`src/rtl/vzd_pkg.sv`:
```
// Package for the varint/zigzag decoder: shared types, register indexes and constants.
// No dependencies; every other file of the block imports it.
`timescale 1ns / 1ps
package vzd_pkg;

  localparam int unsigned VALUE_W     = 64;
  localparam int unsigned BYTE_W      = 8;
  localparam int unsigned PAYLOAD_W   = 7;
  localparam int unsigned SHIFT_W     = 6;   // stored shift is always below 64
  localparam int unsigned CFG_IDX_W   = 1;
  localparam int unsigned CFG_DATA_W  = 1;
  localparam int unsigned QUEUE_DEPTH = 2;

  localparam logic [SHIFT_W:0] LAST_SHIFT_WIDE   = 7'd63;
  localparam logic [SHIFT_W:0] LAST_SHIFT_NARROW = 7'd31;
  localparam logic [SHIFT_W:0] GROUP_STEP        = 7'd7;

  localparam logic [VALUE_W-1:0] MASK_WIDE   = {VALUE_W{1'b1}};
  localparam logic [VALUE_W-1:0] MASK_NARROW = {{(VALUE_W-32){1'b0}}, {32{1'b1}}};

  // Configuration register indexes.
  localparam logic [CFG_IDX_W-1:0] REG_WIDE_MODE   = 1'b0;
  localparam logic [CFG_IDX_W-1:0] REG_SIGNED_MODE = 1'b1;

  // Result status codes.
  localparam logic STATUS_DONE     = 1'b0;
  localparam logic STATUS_TOO_LONG = 1'b1;

  typedef struct packed {
    logic wide_mode;
    logic signed_mode;
  } vzd_cfg_t;

  // One classified result waiting between the front and the back.
  typedef struct packed {
    logic [VALUE_W-1:0] value;
    logic               status;
    logic               wide_mode;
    logic               signed_mode;
  } vzd_item_t;

endpackage

```
`src/rtl/vzd_front.sv`:
```
// Front end of the varint decoder: takes bytes, gathers 7-bit groups and classifies results.
// Depends on vzd_pkg.
`timescale 1ns / 1ps
module vzd_front (
  input  logic                         clk,
  input  logic                         rst_n,
  input  vzd_pkg::vzd_cfg_t            cfg,
  input  logic                         byte_valid,
  input  logic [vzd_pkg::BYTE_W-1:0]   byte_data,
  input  logic                         queue_full,
  output logic                         byte_ready,
  output logic                         push,
  output vzd_pkg::vzd_item_t           push_item
);
  import vzd_pkg::*;

  logic [VALUE_W-1:0] acc_r, acc_nxt;
  logic [SHIFT_W-1:0] shift_r, shift_nxt;
  logic [VALUE_W-1:0] mask;
  logic [VALUE_W-1:0] placed;
  logic [VALUE_W-1:0] merged;
  logic [SHIFT_W:0]   shift_sum;
  logic [SHIFT_W:0]   last_shift;
  logic               accept;
  logic               cont;
  logic               too_long;

  assign byte_ready = !queue_full;
  assign accept     = byte_valid && byte_ready;
  assign cont       = byte_data[BYTE_W-1];
  assign mask       = cfg.wide_mode ? MASK_WIDE : MASK_NARROW;
  assign last_shift = cfg.wide_mode ? LAST_SHIFT_WIDE : LAST_SHIFT_NARROW;
  assign placed     = ({{(VALUE_W-PAYLOAD_W){1'b0}}, byte_data[PAYLOAD_W-1:0]} << shift_r)
                      & mask;
  assign merged     = acc_r | placed;
  assign shift_sum  = {1'b0, shift_r} + GROUP_STEP;
  assign too_long   = shift_sum > last_shift;

  always_comb begin
    acc_nxt               = acc_r;
    shift_nxt             = shift_r;
    push                  = 1'b0;
    push_item.value       = merged & mask;
    push_item.status      = STATUS_DONE;
    push_item.wide_mode   = cfg.wide_mode;
    push_item.signed_mode = cfg.signed_mode;
    if (accept) begin
      if (!cont) begin
        push      = 1'b1;
        acc_nxt   = '0;
        shift_nxt = '0;
      end else if (too_long) begin
        push             = 1'b1;
        push_item.value  = '0;
        push_item.status = STATUS_TOO_LONG;
        acc_nxt          = '0;
        shift_nxt        = '0;
      end else begin
        acc_nxt   = merged;
        shift_nxt = shift_sum[SHIFT_W-1:0];
      end
    end
  end

  always_ff @(posedge clk) begin
    if (!rst_n) begin
      acc_r   <= '0;
      shift_r <= '0;
    end else begin
      acc_r   <= acc_nxt;
      shift_r <= shift_nxt;
    end
  end

endmodule

```
`src/rtl/vzd_queue.sv`:
```
// Short result queue between the front and back of the varint decoder.
// Depends on vzd_pkg.
`timescale 1ns / 1ps
module vzd_queue #(
  parameter int unsigned DEPTH = vzd_pkg::QUEUE_DEPTH
) (
  input  logic               clk,
  input  logic               rst_n,
  input  logic               push,
  input  vzd_pkg::vzd_item_t push_item,
  input  logic               pop,
  output logic               full,
  output logic               not_empty,
  output vzd_pkg::vzd_item_t head_item
);
  import vzd_pkg::*;

  localparam int unsigned PTR_W = $clog2(DEPTH);
  localparam int unsigned CNT_W = $clog2(DEPTH + 1);
  localparam logic [PTR_W-1:0] LAST_PTR = PTR_W'(DEPTH - 1);

  vzd_item_t         mem_r [DEPTH];
  logic [PTR_W-1:0]  wr_ptr_r, wr_ptr_nxt;
  logic [PTR_W-1:0]  rd_ptr_r, rd_ptr_nxt;
  logic [CNT_W-1:0]  count_r, count_nxt;
  logic              do_push;
  logic              do_pop;

  assign full      = (count_r == CNT_W'(DEPTH));
  assign not_empty = (count_r != '0);
  assign do_push   = push && !full;
  assign do_pop    = pop && not_empty;
  assign head_item = mem_r[rd_ptr_r];

  always_comb begin
    wr_ptr_nxt = wr_ptr_r;
    rd_ptr_nxt = rd_ptr_r;
    count_nxt  = count_r;
    if (do_push) begin
      wr_ptr_nxt = (wr_ptr_r == LAST_PTR) ? '0 : wr_ptr_r + 1'b1;
    end
    if (do_pop) begin
      rd_ptr_nxt = (rd_ptr_r == LAST_PTR) ? '0 : rd_ptr_r + 1'b1;
    end
    if (do_push && !do_pop) begin
      count_nxt = count_r + 1'b1;
    end else if (do_pop && !do_push) begin
      count_nxt = count_r - 1'b1;
    end
  end

  always_ff @(posedge clk) begin
    if (!rst_n) begin
      wr_ptr_r <= '0;
      rd_ptr_r <= '0;
      count_r  <= '0;
    end else begin
      wr_ptr_r <= wr_ptr_nxt;
      rd_ptr_r <= rd_ptr_nxt;
      count_r  <= count_nxt;
    end
  end

  always_ff @(posedge clk) begin
    if (do_push) begin
      mem_r[wr_ptr_r] <= push_item;
    end
  end

endmodule

```
`src/rtl/vzd_back.sv`:
```
// Back end of the varint decoder: zigzag decode and the registered result stage.
// Depends on vzd_pkg.
`timescale 1ns / 1ps
module vzd_back (
  input  logic                         clk,
  input  logic                         rst_n,
  input  logic                         head_valid,
  input  vzd_pkg::vzd_item_t           head_item,
  output logic                         pop,
  output logic                         res_valid,
  input  logic                         res_ready,
  output logic [vzd_pkg::VALUE_W-1:0]  res_value,
  output logic                         res_status
);
  import vzd_pkg::*;

  logic               valid_r, valid_nxt;
  logic [VALUE_W-1:0] value_r;
  logic               status_r;
  logic [VALUE_W-1:0] mask;
  logic [VALUE_W-1:0] sign_fill;
  logic [VALUE_W-1:0] decoded;

  assign mask      = head_item.wide_mode ? MASK_WIDE : MASK_NARROW;
  assign sign_fill = {VALUE_W{head_item.value[0]}};

  always_comb begin
    decoded = head_item.value;
    if (head_item.signed_mode && (head_item.status == STATUS_DONE)) begin
      decoded = ((head_item.value >> 1) ^ sign_fill) & mask;
    end
  end

  assign pop = head_valid && (!valid_r || res_ready);

  always_comb begin
    valid_nxt = valid_r;
    if (pop) begin
      valid_nxt = 1'b1;
    end else if (res_ready) begin
      valid_nxt = 1'b0;
    end
  end

  always_ff @(posedge clk) begin
    if (!rst_n) begin
      valid_r <= 1'b0;
    end else begin
      valid_r <= valid_nxt;
    end
  end

  always_ff @(posedge clk) begin
    if (pop) begin
      value_r  <= decoded;
      status_r <= head_item.status;
    end
  end

  assign res_valid  = valid_r;
  assign res_value  = value_r;
  assign res_status = status_r;

endmodule

```
`src/rtl/varint_zigzag_decoder_unit.sv`:
```
// Top level of the LEB128 varint decoder with optional zigzag decoding.
// Depends on vzd_pkg, vzd_front, vzd_queue and vzd_back.
`timescale 1ns / 1ps
// How to use this block:
// Encoded bytes enter on the in_ stream, one byte per beat, least significant
// 7-bit group first; bit 7 of a byte marks that more bytes follow. Each byte
// that ends an integer produces one beat on the out_ stream carrying the
// decoded value in out_tdata and a status flag in out_tuser (0 for a complete
// integer, 1 for an integer that ran past 5 bytes in 32-bit mode or 10 bytes
// in 64-bit mode; such an integer is dropped and its value reads as zero).
// Bytes that continue an integer produce no beat.
// The two mode registers are written through the cfg_ port (index 0 selects
// 32 or 64-bit integers, index 1 turns on zigzag decoding) and must only be
// changed while no result is outstanding.
// A result is written into the result queue by the edge that accepts its last
// byte, and moves from there into the output register, which drives
// out_tvalid. One byte is taken every cycle while the result queue is not
// full, since the accumulate step is a single mask, shift and OR held in the
// front end.
// When the receiver stalls, the output register holds its beat and the
// two-entry queue keeps absorbing results; in_tready drops only once the
// queue is full. A synchronous reset clears the accumulator, the queue and
// the output stage and restores 64-bit unsigned mode.
module varint_zigzag_decoder_unit #(
  parameter int unsigned QUEUE_DEPTH = vzd_pkg::QUEUE_DEPTH
) (
  input  logic                             clk,
  input  logic                             rst_n,
  // Input stream; in_tdata: [7:0] in_byte.
  input  logic                             in_tvalid,
  output logic                             in_tready,
  input  logic [vzd_pkg::BYTE_W-1:0]       in_tdata,
  // Result stream; out_tdata: [63:0] value; out_tuser: [0] status.
  output logic                             out_tvalid,
  input  logic                             out_tready,
  output logic [vzd_pkg::VALUE_W-1:0]      out_tdata,
  output logic                             out_tuser,
  // Configuration write port.
  input  logic                             cfg_we,
  input  logic [vzd_pkg::CFG_IDX_W-1:0]    cfg_index,
  input  logic [vzd_pkg::CFG_DATA_W-1:0]   cfg_wdata
);
  import vzd_pkg::*;

  vzd_cfg_t  cfg_r, cfg_nxt;
  vzd_item_t push_item;
  vzd_item_t head_item;
  logic      push;
  logic      pop;
  logic      queue_full;
  logic      queue_not_empty;

  // Mode registers; only bit 0 of the write data is kept.
  always_comb begin
    cfg_nxt = cfg_r;
    if (cfg_we) begin
      case (cfg_index)
        REG_WIDE_MODE:   cfg_nxt.wide_mode   = cfg_wdata[0];
        REG_SIGNED_MODE: cfg_nxt.signed_mode = cfg_wdata[0];
        default: cfg_nxt = cfg_r;
      endcase
    end
  end

  always_ff @(posedge clk) begin
    if (!rst_n) begin
      cfg_r.wide_mode   <= 1'b1;
      cfg_r.signed_mode <= 1'b0;
    end else begin
      cfg_r <= cfg_nxt;
    end
  end

  vzd_front u_front (
    .clk        (clk),
    .rst_n      (rst_n),
    .cfg        (cfg_r),
    .byte_valid (in_tvalid),
    .byte_data  (in_tdata),
    .queue_full (queue_full),
    .byte_ready (in_tready),
    .push       (push),
    .push_item  (push_item)
  );

  vzd_queue #(
    .DEPTH (QUEUE_DEPTH)
  ) u_queue (
    .clk       (clk),
    .rst_n     (rst_n),
    .push      (push),
    .push_item (push_item),
    .pop       (pop),
    .full      (queue_full),
    .not_empty (queue_not_empty),
    .head_item (head_item)
  );

  vzd_back u_back (
    .clk        (clk),
    .rst_n      (rst_n),
    .head_valid (queue_not_empty),
    .head_item  (head_item),
    .pop        (pop),
    .res_valid  (out_tvalid),
    .res_ready  (out_tready),
    .res_value  (out_tdata),
    .res_status (out_tuser)
  );

endmodule

```
`config.mk`:
```
export PLATFORM = sky130hd
export DESIGN_NAME = varint_zigzag_decoder_unit
export DESIGN_NICKNAME = d
export VERILOG_FILES = /design/src/rtl/vzd_pkg.sv /design/src/rtl/vzd_front.sv /design/src/rtl/vzd_queue.sv /design/src/rtl/vzd_back.sv /design/src/rtl/varint_zigzag_decoder_unit.sv
export SDC_FILE = /design/constraint.sdc
export NUM_CORES = 1
export LEC_CHECK = 0
export BUFFER_PORTS_ARGS = -buffer_cell sky130_fd_sc_hd__buf_2
export CORE_MARGIN = 10
export CORE_UTILIZATION = 50
export CTS_CLUSTER_DIAMETER = 30
export DETAILED_ROUTE_END_ITERATION = 6
export PLACE_DENSITY = 0.8
export SETUP_SLACK_MARGIN = 0.3
export SYNTH_ARGS = -nofsm -noshare
export SYNTH_HDL_FRONTEND = slang
export SYNTH_HIERARCHICAL = 1
export SYNTH_SLANG_ARGS = --single-unit
```
`constraint.sdc`:
```
create_clock -name clk -period 6 [get_ports clk]
set_input_delay 0 -clock clk [delete_from_list [all_inputs] [get_ports clk]]
set_output_delay 0 -clock clk [all_outputs]
set_load 0.02 [all_outputs]
```
; After elaboration in Yosys (flattened, before gate mapping)
; Memories as Yosys holds them, arrays and structs flattened. A register that Yosys moved wholly into a read port is not among the register bits.
; Cells that the tools add are included.
[op_classes]
magnitude_cmp = 1
n_shift = 1
bitwise_logic = 7
mux = 24
n_eq_ne = 1
n_reduce_logical = 17
addsub = 5
[op_table]
columns = cell, count
row1 = $mux W64, 5
row2 = $mux W65, 3
row3 = $and A64 B64 Y64, 3
row4 = $or A64 B64 Y64, 1
row5 = $shl A7 B6 Y64, 1
row6 = $xor A63 B64 Y64, 1
row7 = $mux W6, 3
row8 = $mux W1, 11
row9 = $add A6 B3 Y7 const B, 1
row10 = $gt A7 B7 Y1, 1
row11 = $logic_and A1 B1 Y1, 7
row12 = $reduce_bool A2 Y1, 3
row13 = $logic_not A1 Y1, 4
row14 = $mux W2, 2
row15 = $reduce_and A2 Y1, 2
row16 = $add A1 B1 Y1 const B, 2
row17 = $add A2 B1 Y2 const B, 1
row18 = $eq A2 B2 Y1 const B, 1
row19 = $not A1 Y1, 2
row20 = $sub A2 B1 Y2 const B, 1
row21 = $logic_or A1 B1 Y1, 1
[word_totals]
output_inout_bits = 67
ram_bits = 134
register_bits = 142
mem_count = 1
wordCells = 67
[mem_list]
columns = name, words, width, read_ports, rd_clocked_by_memory_dff, wr, line_no
row1 = u_queue.mem_r, 2, 67, 1, 1, 1, vzd_queue.sv:22  ; vzd_item_t mem_r [DEPTH];

; Depth between registers and ports, before layout
; Gate-level depths: netlist of the first run.
[logic_depth]
ltp_word = 10
ltp_mapped = 17
mapped_depth_nobuf = 14

; Modules after synthesis
; The synthesis of the first run kept the hierarchy.
[modules_own_cells]
columns = module, cells_each, instances, area_each_um2, seq_area_each_um2
row1 = vzd_queue, 233, 1, 5071.1, 4124.0
row2 = vzd_front, 522, 1, 3799.9, 1401.3
row3 = vzd_back, 218, 1, 3508.4, 1971.9
row4 = varint_zigzag_decoder_unit, 10, 1, 91.3, 40.0

; Worst setup path after synthesis of the first run
; OpenSTA, ideal clock, no wires.
[synth_timing]
path_type = register to register
from = reg u_front.shift_r[4]
to = mem u_queue/mem_r[0][0] (netlist name) (enable)
arrival_time_ps = 5125
required_ps = 5519
synth_period_minus_slack_ps = 5607
stages_incl_launch_ff = 14
path_buffers = 3
setup_slack_ps = 393
cell_sequence = dfxtp_1 > buf_2 > clkbuf_1 > clkbuf_1 > nand2_1 > nor2_1 > xnor2_1 > ha_1 > nor4b_1 > a21oi_2 > nor2_1 > o21a_1 > inv_1 > nor3_2
[synth_via]
elab_chain_len = 8
[synth_lines]
columns = element, line_no
row1 = from (decl), vzd_front.sv:18  ; logic [SHIFT_W-1:0] shift_r, shift_nxt;
row2 = from (signal assigned), vzd_front.sv:71  ; shift_r <= shift_nxt;
row3 = $add A6 B3 Y7, vzd_front.sv:36  ; assign shift_sum = {1'b0, shift_r} + GROUP_STEP;
row4 = $gt A7 B7 Y1, vzd_front.sv:37  ; assign too_long = shift_sum > last_shift;
row5 = $mux W1, vzd_front.sv:52  ; end else if (too_long) begin
row6 = $mux W1, vzd_front.sv:48  ; if (!cont) begin
row7 = $mux W1, vzd_front.sv:47  ; if (accept) begin
row8 = via push, varint_zigzag_decoder_unit.sv:48  ; logic push;
row9 = $logic_and A1 B1 Y1, vzd_queue.sv:31  ; assign do_push = push && !full;
row10 = $mux W1, vzd_queue.sv:65  ; if (do_push) begin
row11 = $mux W1 (not written as such), vzd_queue.sv:66  ; mem_r[wr_ptr_r] <= push_item;
row12 = to (decl), vzd_queue.sv:22
; The timed path passes the listed nets, and every way through them passes these cells.

; Worst setup path in the final report of the first run
[layout_timing]
from = reg u_front.shift_r[5]
to = mem u_queue/mem_r[0][44] (netlist name) (enable)
; Same word-level chain as after synthesis.

==> results of run 1 <==
==> timing repair <==
action / in CTS / in global routing
endpoints found under the hold margin: 14 / 0
endpoints found under the setup margin: 0 / 0
hold buffers: 11 / 0
==> worst reg2reg max path, stage by stage (launching register included) <==
cell and delay, ps:
dfxtp_1 760, inv_1 430, xnor2_1 270, ha_1 320, nor4b_1 290, a21oi_2 190, nor2_1 410, o21a_1 200
inv_1 90, nor3_4 160, buf_4 740
==> cells in the mapped netlist (3+ instances only) <==
cell / number / area, sq um
buf_1: 3 / 11.26
o21a_1: 3 / 22.52
a211oi_1: 5 / 37.54
clkbuf_1: 20 / 75.07
nor3_1: 12 / 60.06
buf_4: 10 / 75.07
mux2_2: 46 / 518.0
mux2_1: 30 / 337.8
and2_1: 5 / 31.28
buf_12: 3 / 60.06
buf_6: 10 / 112.6
mux2_4: 29 / 435.4
nand3_1: 6 / 30.03
o2bb2ai_1: 31 / 271.5
nand3b_1: 3 / 22.52
xor2_1: 33 / 289.0
or3_1: 6 / 37.54
o22ai_1: 7 / 43.79
mux2i_1: 7 / 70.07
buf_2: 18 / 90.09
nand2b_1: 9 / 56.30
nor2_1: 146 / 548.0
edfxtp_1: 199 / 5976
o221ai_1: 7 / 61.31
o32ai_1: 5 / 43.79
xnor2_1: 36 / 315.3
nor4_1: 3 / 18.77
or2_2: 6 / 37.54
ha_1: 3 / 37.54
nand4_1: 5 / 31.28
and3b_1: 4 / 35.03
inv_1: 11 / 41.29
dfxtp_1: 78 / 1562
nand2_1: 14 / 52.55
a21oi_1: 121 / 605.6
nor2b_1: 6 / 37.54
==> power by group <==
part           switching (W)  internal (W)  total [W]
Sequential          0.000140       0.00259    0.00273
Clock               0.000958       0.00165    0.00261
Combinational        0.00130      0.000851    0.00215
==> cell families (layout without fill, tap and decap cells) <==
logic type	count (synthesis)	after routing	synth area share, %
AO/OA/AOI/OAI	201	201	10.19
XOR/XNOR	69	69	4.846
adder cells (fa/ha/maj)	3	3	0.3010
buffers and inverters	80	208	3.963
flip-flops	277	277	60.44
multiplexers	114	114	11.28
AND/OR/NAND/NOR	239	239	8.980
==> registers in the layout (all words and copies together), names as in the netlist, named ones only <==
signal and flops:
u_queue/wr_ptr_r 1, u_back/res_value 64, cfg_r 2, u_front/shift_r 6, u_queue/rd_ptr_r 1, u_front/acc_r 64
u_back/res_valid 1, u_queue/count_r 2, u_back/res_status 1, u_queue/mem_r 134
==> area by class of cell <==
class | count | share of cell area, %
sequential | 277 | 51.34
multi-input combinational | 626 | 30.45
clock buffer | 58 | 8.999
timing repair buffer | 105 | 4.159
tap | 324 | 2.761
clock inverter | 30 | 1.909
inverter | 15 | 0.3835
==> through the flow <==
stage | area [sq um] | hold WS [ps] | total power (W) | util [%] | setup slack (ps)
after floorplan | 12470 | 64.58 | 0.004446 | - | 393.4
after global placement | 12970 | 263.4 | 0.004865 | 53.01 | 1798
after detailed placement | 12970 | 268.6 | 0.004922 | 53.01 | 1742
after CTS | 14680 | 37.98 | 0.007574 | 60.00 | 1729
after global routing | 14680 | 55.77 | 0.007862 | 60.02 | 1301
final | 14680 | 60.66 | 0.007490 | 60.02 | 1651
==> cells in the final DEF (no fill, tap or decap), drive strengths merged, types with 8 or more instances in the layout <==
master       count
edfxtp         199
nor2           146
a21oi          122
mux2           105
buf             94
dfxtp           78
clkbuf          58
xnor2           36
xor2            33
o2bb2ai         31
inv             30
nand2           14
nor3            13
dlygate4sd3     11
clkinv          11
nand2b           9
or2              8
==> per-layer routing <==
layer  vias to the layer above  wire length (um)  GRT usage [%]
li1                       3788                 -              -
met1                      3973             11290          21.43
met2                       262             13430          29.02
met3                        54              1645          3.570
met4                         0               690          6.183
met5                         -                 0              0
==> path summary, 6_finish.rpt <==
kind / start / cells past startpoint / end
setup / recovery: u_front/shift_r[5] / 10 / u_queue/mem_r[0][44]
hold reg to reg: u_front/acc_r[59] / 2 / u_front/acc_r[59]
hold / removal: in_tdata[2] / 4 / u_front/acc_r[3]
setup reg to reg: u_front/shift_r[5] / 10 / u_queue/mem_r[0][44]
==> flow_metrics.env, run 1 <==
export IMPL_arrival_ps=4490
export IMPL_ys_seq_area_share_pct=60.44
export IMPL_startpoint_type="flip-flop"
export IMPL_powerDensity_nw_per_um2=510.1
export IMPL_critPathCaptureType="flip-flop"
export IMPL_layout_nets=1090
export IMPL_maxSlewViolCount=0
export IMPL_gp_congestion=0.8692
export IMPL_r2r_setup_slack_ps=1650
export IMPL_cp_cell_sequence="inv_1, xnor2_1, ha_1, nor4b_1, a21oi_2, nor2_1, o21a_1, inv_1, nor3_4, buf_4"
export IMPL_port_buffers=81
export IMPL_hold_violations=0
export IMPL_synthesis_area_sq_um=12470
export IMPL_fmax_mhz=229.9
export IMPL_ir_worst_vdd_v=0.0002466
export IMPL_synth_seq_cells=277
export IMPL_multi_input_area_sq_um=4471
export IMPL_path_common_cell="inv_1"
export IMPL_h_tree_depth=2
export IMPL_cts_root_buf="clkbuf_16"
export IMPL_via_per_inst=5.629
export IMPL_wire_per_inst_um=18.86
export IMPL_path_delay_family="buffers and inverters"
export IMPL_tightest_slew_ps=1287
export IMPL_post_cts_resize_count=0
export IMPL_drv_cap=0
export IMPL_area_growth_pct=17.74
export IMPL_async_reset_ff_share_pct=0
export IMPL_antenna_found_initial=0
export IMPL_crit_slowest_cell="dfxtp_1"
export IMPL_grt_pass1_vias=8186
export IMPL_ios=82
export IMPL_cts_tree="built"
export IMPL_die_w_um=177.9
export IMPL_syn_area_per_cell_sq_um=12.69
export IMPL_hpwl_mm=16.89
export IMPL_yosysWarnings=6
export IMPL_fin_cells=1435
export IMPL_drc=0
export IMPL_grt_max_degree=69
export IMPL_cts_sinks=277
export IMPL_ant_nets=0
export IMPL_worst_setup_path_type="reg -> reg"
export IMPL_nFillCells=1826
export IMPL_syn_nets=1001
export IMPL_rows=57
export IMPL_wl_mm=27.06
export IMPL_rsz0062_at_grt="no"
export IMPL_grt_ovfl_total=0
export IMPL_fp_coreArea_sq_um=24460
export IMPL_numCtsBuffers=47
export IMPL_synth_ff_type="edfxtp_1"
export IMPL_clock_path_buffers=3
export IMPL_slew_headroom_pct=14.00
export IMPL_grtUsageTotal_pct=17.21
export IMPL_drive_gt1_share_pct=24.75
export IMPL_leakage_nw=5.428
export IMPL_regArea_sq_um=7538
export IMPL_cts_setup_buffers=0
export IMPL_initial_core_util_pct=50.98
export IMPL_clkTransAtPathRegs_ps=50
export IMPL_fin_crit_sh_pct=72.48
export IMPL_first_pass_iters=5
export IMPL_synth_cell_types=68
export IMPL_path_max_fanout=68
export IMPL_clk_latency_ps=540
export IMPL_grt_pass1_wl_mm=43.84
export IMPL_drt_iter0_drc=734
export IMPL_dp_cells=1335
export IMPL_num_vias=8077
export IMPL_synth_edff_count=199
export IMPL_n_antenna_cell=0
export IMPL_setup_viol_count_final=0
export IMPL_die_y_um=177.9
export IMPL_outcome="complete, no violations"
export IMPL_path_buf_inv=3
export IMPL_dieArea_sq_um=31660
export IMPL_hold_class="in -> reg"
export IMPL_critical_path_required_ps=6140
export IMPL_synthesis_instances=983
export IMPL_fin_worst_skew_ps=20.60
export IMPL_period_minus_slack_ps=4349
export IMPL_max_stage_delay_ps=760
export IMPL_fin_tns_setup_ps=0
(Power assumes the default switching activity.)
==> run 2, diff against run 1 <==
clock period = 3.6 ns   (was 6 ns; I/O delays follow)
==> run 2 against run 1 <==
Critical endpoint is now u_queue/count_r[1]. Largest power group unchanged. Worst hold slack better by 0.90 ps. Setup slack worse by 1200 ps. Final cell count is 1.5% higher.
==> flow_metrics.env, run 2 (synthesized netlist as in run 1, its figures left out) <==
export IMPL_outcome="complete, no violations"
export IMPL_largest_reg_flops=134
export IMPL_first_pass_iters=5
export IMPL_rsz0062_at_grt="no"
export IMPL_fin_worst_skew_ps=24.16
export IMPL_via_per_inst=5.578
export IMPL_rows=57
export IMPL_critPathCaptureType="flip-flop"
export IMPL_worst_setup_path_type="reg -> reg"
export IMPL_crit_start="u_front/shift_r[1]"
export IMPL_num_vias=8127
export IMPL_drc=0
export IMPL_top_register="u_queue/mem_r"
export IMPL_r2r_setup_slack_ps=500
export IMPL_grt_ovfl_total=0
export IMPL_ir_worst_vdd_v=0.0003678
export IMPL_slew_headroom_pct=17.19
export IMPL_reg2reg_to="u_queue/count_r[1]"
export IMPL_hold_violations=0
export IMPL_leakage_nw=5.550
export IMPL_cp_cell_sequence="buf_4, inv_1, ha_2, xor2_1, o32ai_2, a21oi_4, nor2_2, o21a_1, inv_2, nor2_1, ha_1, or3_1, a21boi_1"
export IMPL_r2r_cells=13
export IMPL_dieArea_sq_um=31660
export IMPL_clock_path_buffers=3
export IMPL_final_common_cell="edfxtp_1"
export IMPL_gp_congestion=0.8326
export IMPL_fin_tns_setup_ps=0
export IMPL_wire_per_inst_um=18.71
export IMPL_cts_setup_buffers=0
export IMPL_grt_pass1_wl_mm=43.32
export IMPL_fin_cells=1457
export IMPL_crit_end="u_queue/count_r[1]"
export IMPL_die_y_um=177.9
export IMPL_ant_nets=0
export IMPL_antenna_found_initial=0
export IMPL_clk_latency_ps=550
export IMPL_numCtsBuffers=48
export IMPL_maxSlewViolCount=0
export IMPL_grtUsageTotal_pct=17.03
export IMPL_ios=82
export IMPL_hpwl_mm=17.38
export IMPL_cts_sinks=277
export IMPL_cts_tree="built"
export IMPL_grt_max_degree=69
export IMPL_port_buffers=81
export IMPL_worstReg2RegStart="u_front/shift_r[1]"
export IMPL_wl_mm=27.27
export IMPL_whs_ps=61.56
export IMPL_powerDensity_nw_per_um2=843.3
export IMPL_critical_path_required_ps=4060
export IMPL_grt_pass1_vias=8190
export IMPL_tightest_slew_ps=1242
export IMPL_cts_root_buf="clkbuf_16"
export IMPL_fp_coreArea_sq_um=24460
export IMPL_dp_slack_ps=472.1
export IMPL_crit_slowest_cell="dfxtp_1"
export IMPL_layout_nets=1111
export IMPL_h_tree_depth=2
export IMPL_drv_cap=0
export IMPL_max_stage_delay_ps=370
export IMPL_period_minus_slack_ps=3101
export IMPL_startpoint_type="flip-flop"
export IMPL_arrival_ps=3560
export IMPL_fmax_mhz=322.5
export IMPL_path_max_fanout=20
export IMPL_drt_iter0_drc=760
export IMPL_setup_viol_count_final=0
export IMPL_worst_slack_ps=499.5
export IMPL_dp_cells=1355
export IMPL_hold_class="in -> reg"
export IMPL_initial_core_util_pct=50.98
export IMPL_n_antenna_cell=0
export IMPL_area_growth_pct=19.99
export IMPL_clkTransAtPathRegs_ps=50
export IMPL_drive_gt1_share_pct=26.83
export IMPL_nFillCells=1846
export IMPL_most_common_layout_cells="199 x edfxtp_1, 143 x nor2_1, 121 x a21oi_1, 81 x buf_2, 75 x dfxtp_1"
export IMPL_die_w_um=177.9
export IMPL_fin_crit_sh_pct=86.13
## run 2: changes by cell type in the layout (fill, tap and decap cells not counted), moves of 3 or more
cell	delta
buf_4	+16
clkinvlp_4	+3
buf_12	+4
inv_6	-3
## run 2: final cells by class
| class | count | area, sq um | area share [%] |
|---|---|---|---|
| Sequential cell | 277 | 7541 | 50.40 |
| Multi-Input combinational cell | 626 | 4512 | 30.15 |
| Clock buffer | 54 | 1275 | 8.521 |
| Timing Repair Buffer | 125 | 815.8 | 5.452 |
| Tap cell | 324 | 405.4 | 2.709 |
| Clock inverter | 36 | 356.6 | 2.383 |
| Inverter | 15 | 57.56 | 0.3846 |
## run 2: metrics by stage
step,total power (W),cell area (sq um),util [%]
after floorplan,0.007406,12570,-
after global placement,0.008175,13190,53.92
after detailed placement,0.008275,13190,53.92
after CTS,0.01275,14940,61.08
after global routing,0.01321,14960,61.17
final,0.01262,14960,61.17
## run 2: routing by layer
metal	wire length [um]	global-route usage [%]
met1	11110	20.83
met3	1915	3.655
met5	0	0
met2	13550	29.06
met4	695	6.113
## run 2: repair_timing
item | 4_1_cts | 5_1_grt
hold buffers | 12 | 0
gates resized for setup | 0 | 3
hold endpoints to repair | 14 | 0
setup endpoints to repair | 0 | 1
## run 2: worst min path at each step
stage,from,slack (ps),endpoint,cells past startpoint
2_1_floorplan,rst_n,60,cfg_r[1],1
3_3_place_gp,cfg_wdata,260,cfg_r[0],3
3_5_place_dp,cfg_wdata,270,cfg_r[0],3
4_1_cts,in_tdata[1],40,u_front/acc_r[1],5
5_1_grt,in_tdata[2],100,u_front/acc_r[3],4
6_report,in_tdata[3],60,u_front/acc_r[3],4
## run 2: critical path: cells and delay by family (launching register included)
kind / cells / cell delay, ps
xor+xnor: 1 / 150
simple gates: 3 / 720
fa+ha+maj: 2 / 490
flops: 1 / 370
compound gates: 4 / 860
buf+inv: 3 / 430
## run 2: report_power, final
part	leakage [nW]	switching (W)	internal [W]	total, W
Sequential	2.53	0.000191	0.00432	0.00451
Clock	0.784	0.00166	0.00277	0.00443
Combinational	2.24	0.00220	0.00149	0.00369
Total	5.55	0.00405	0.00857	0.0126
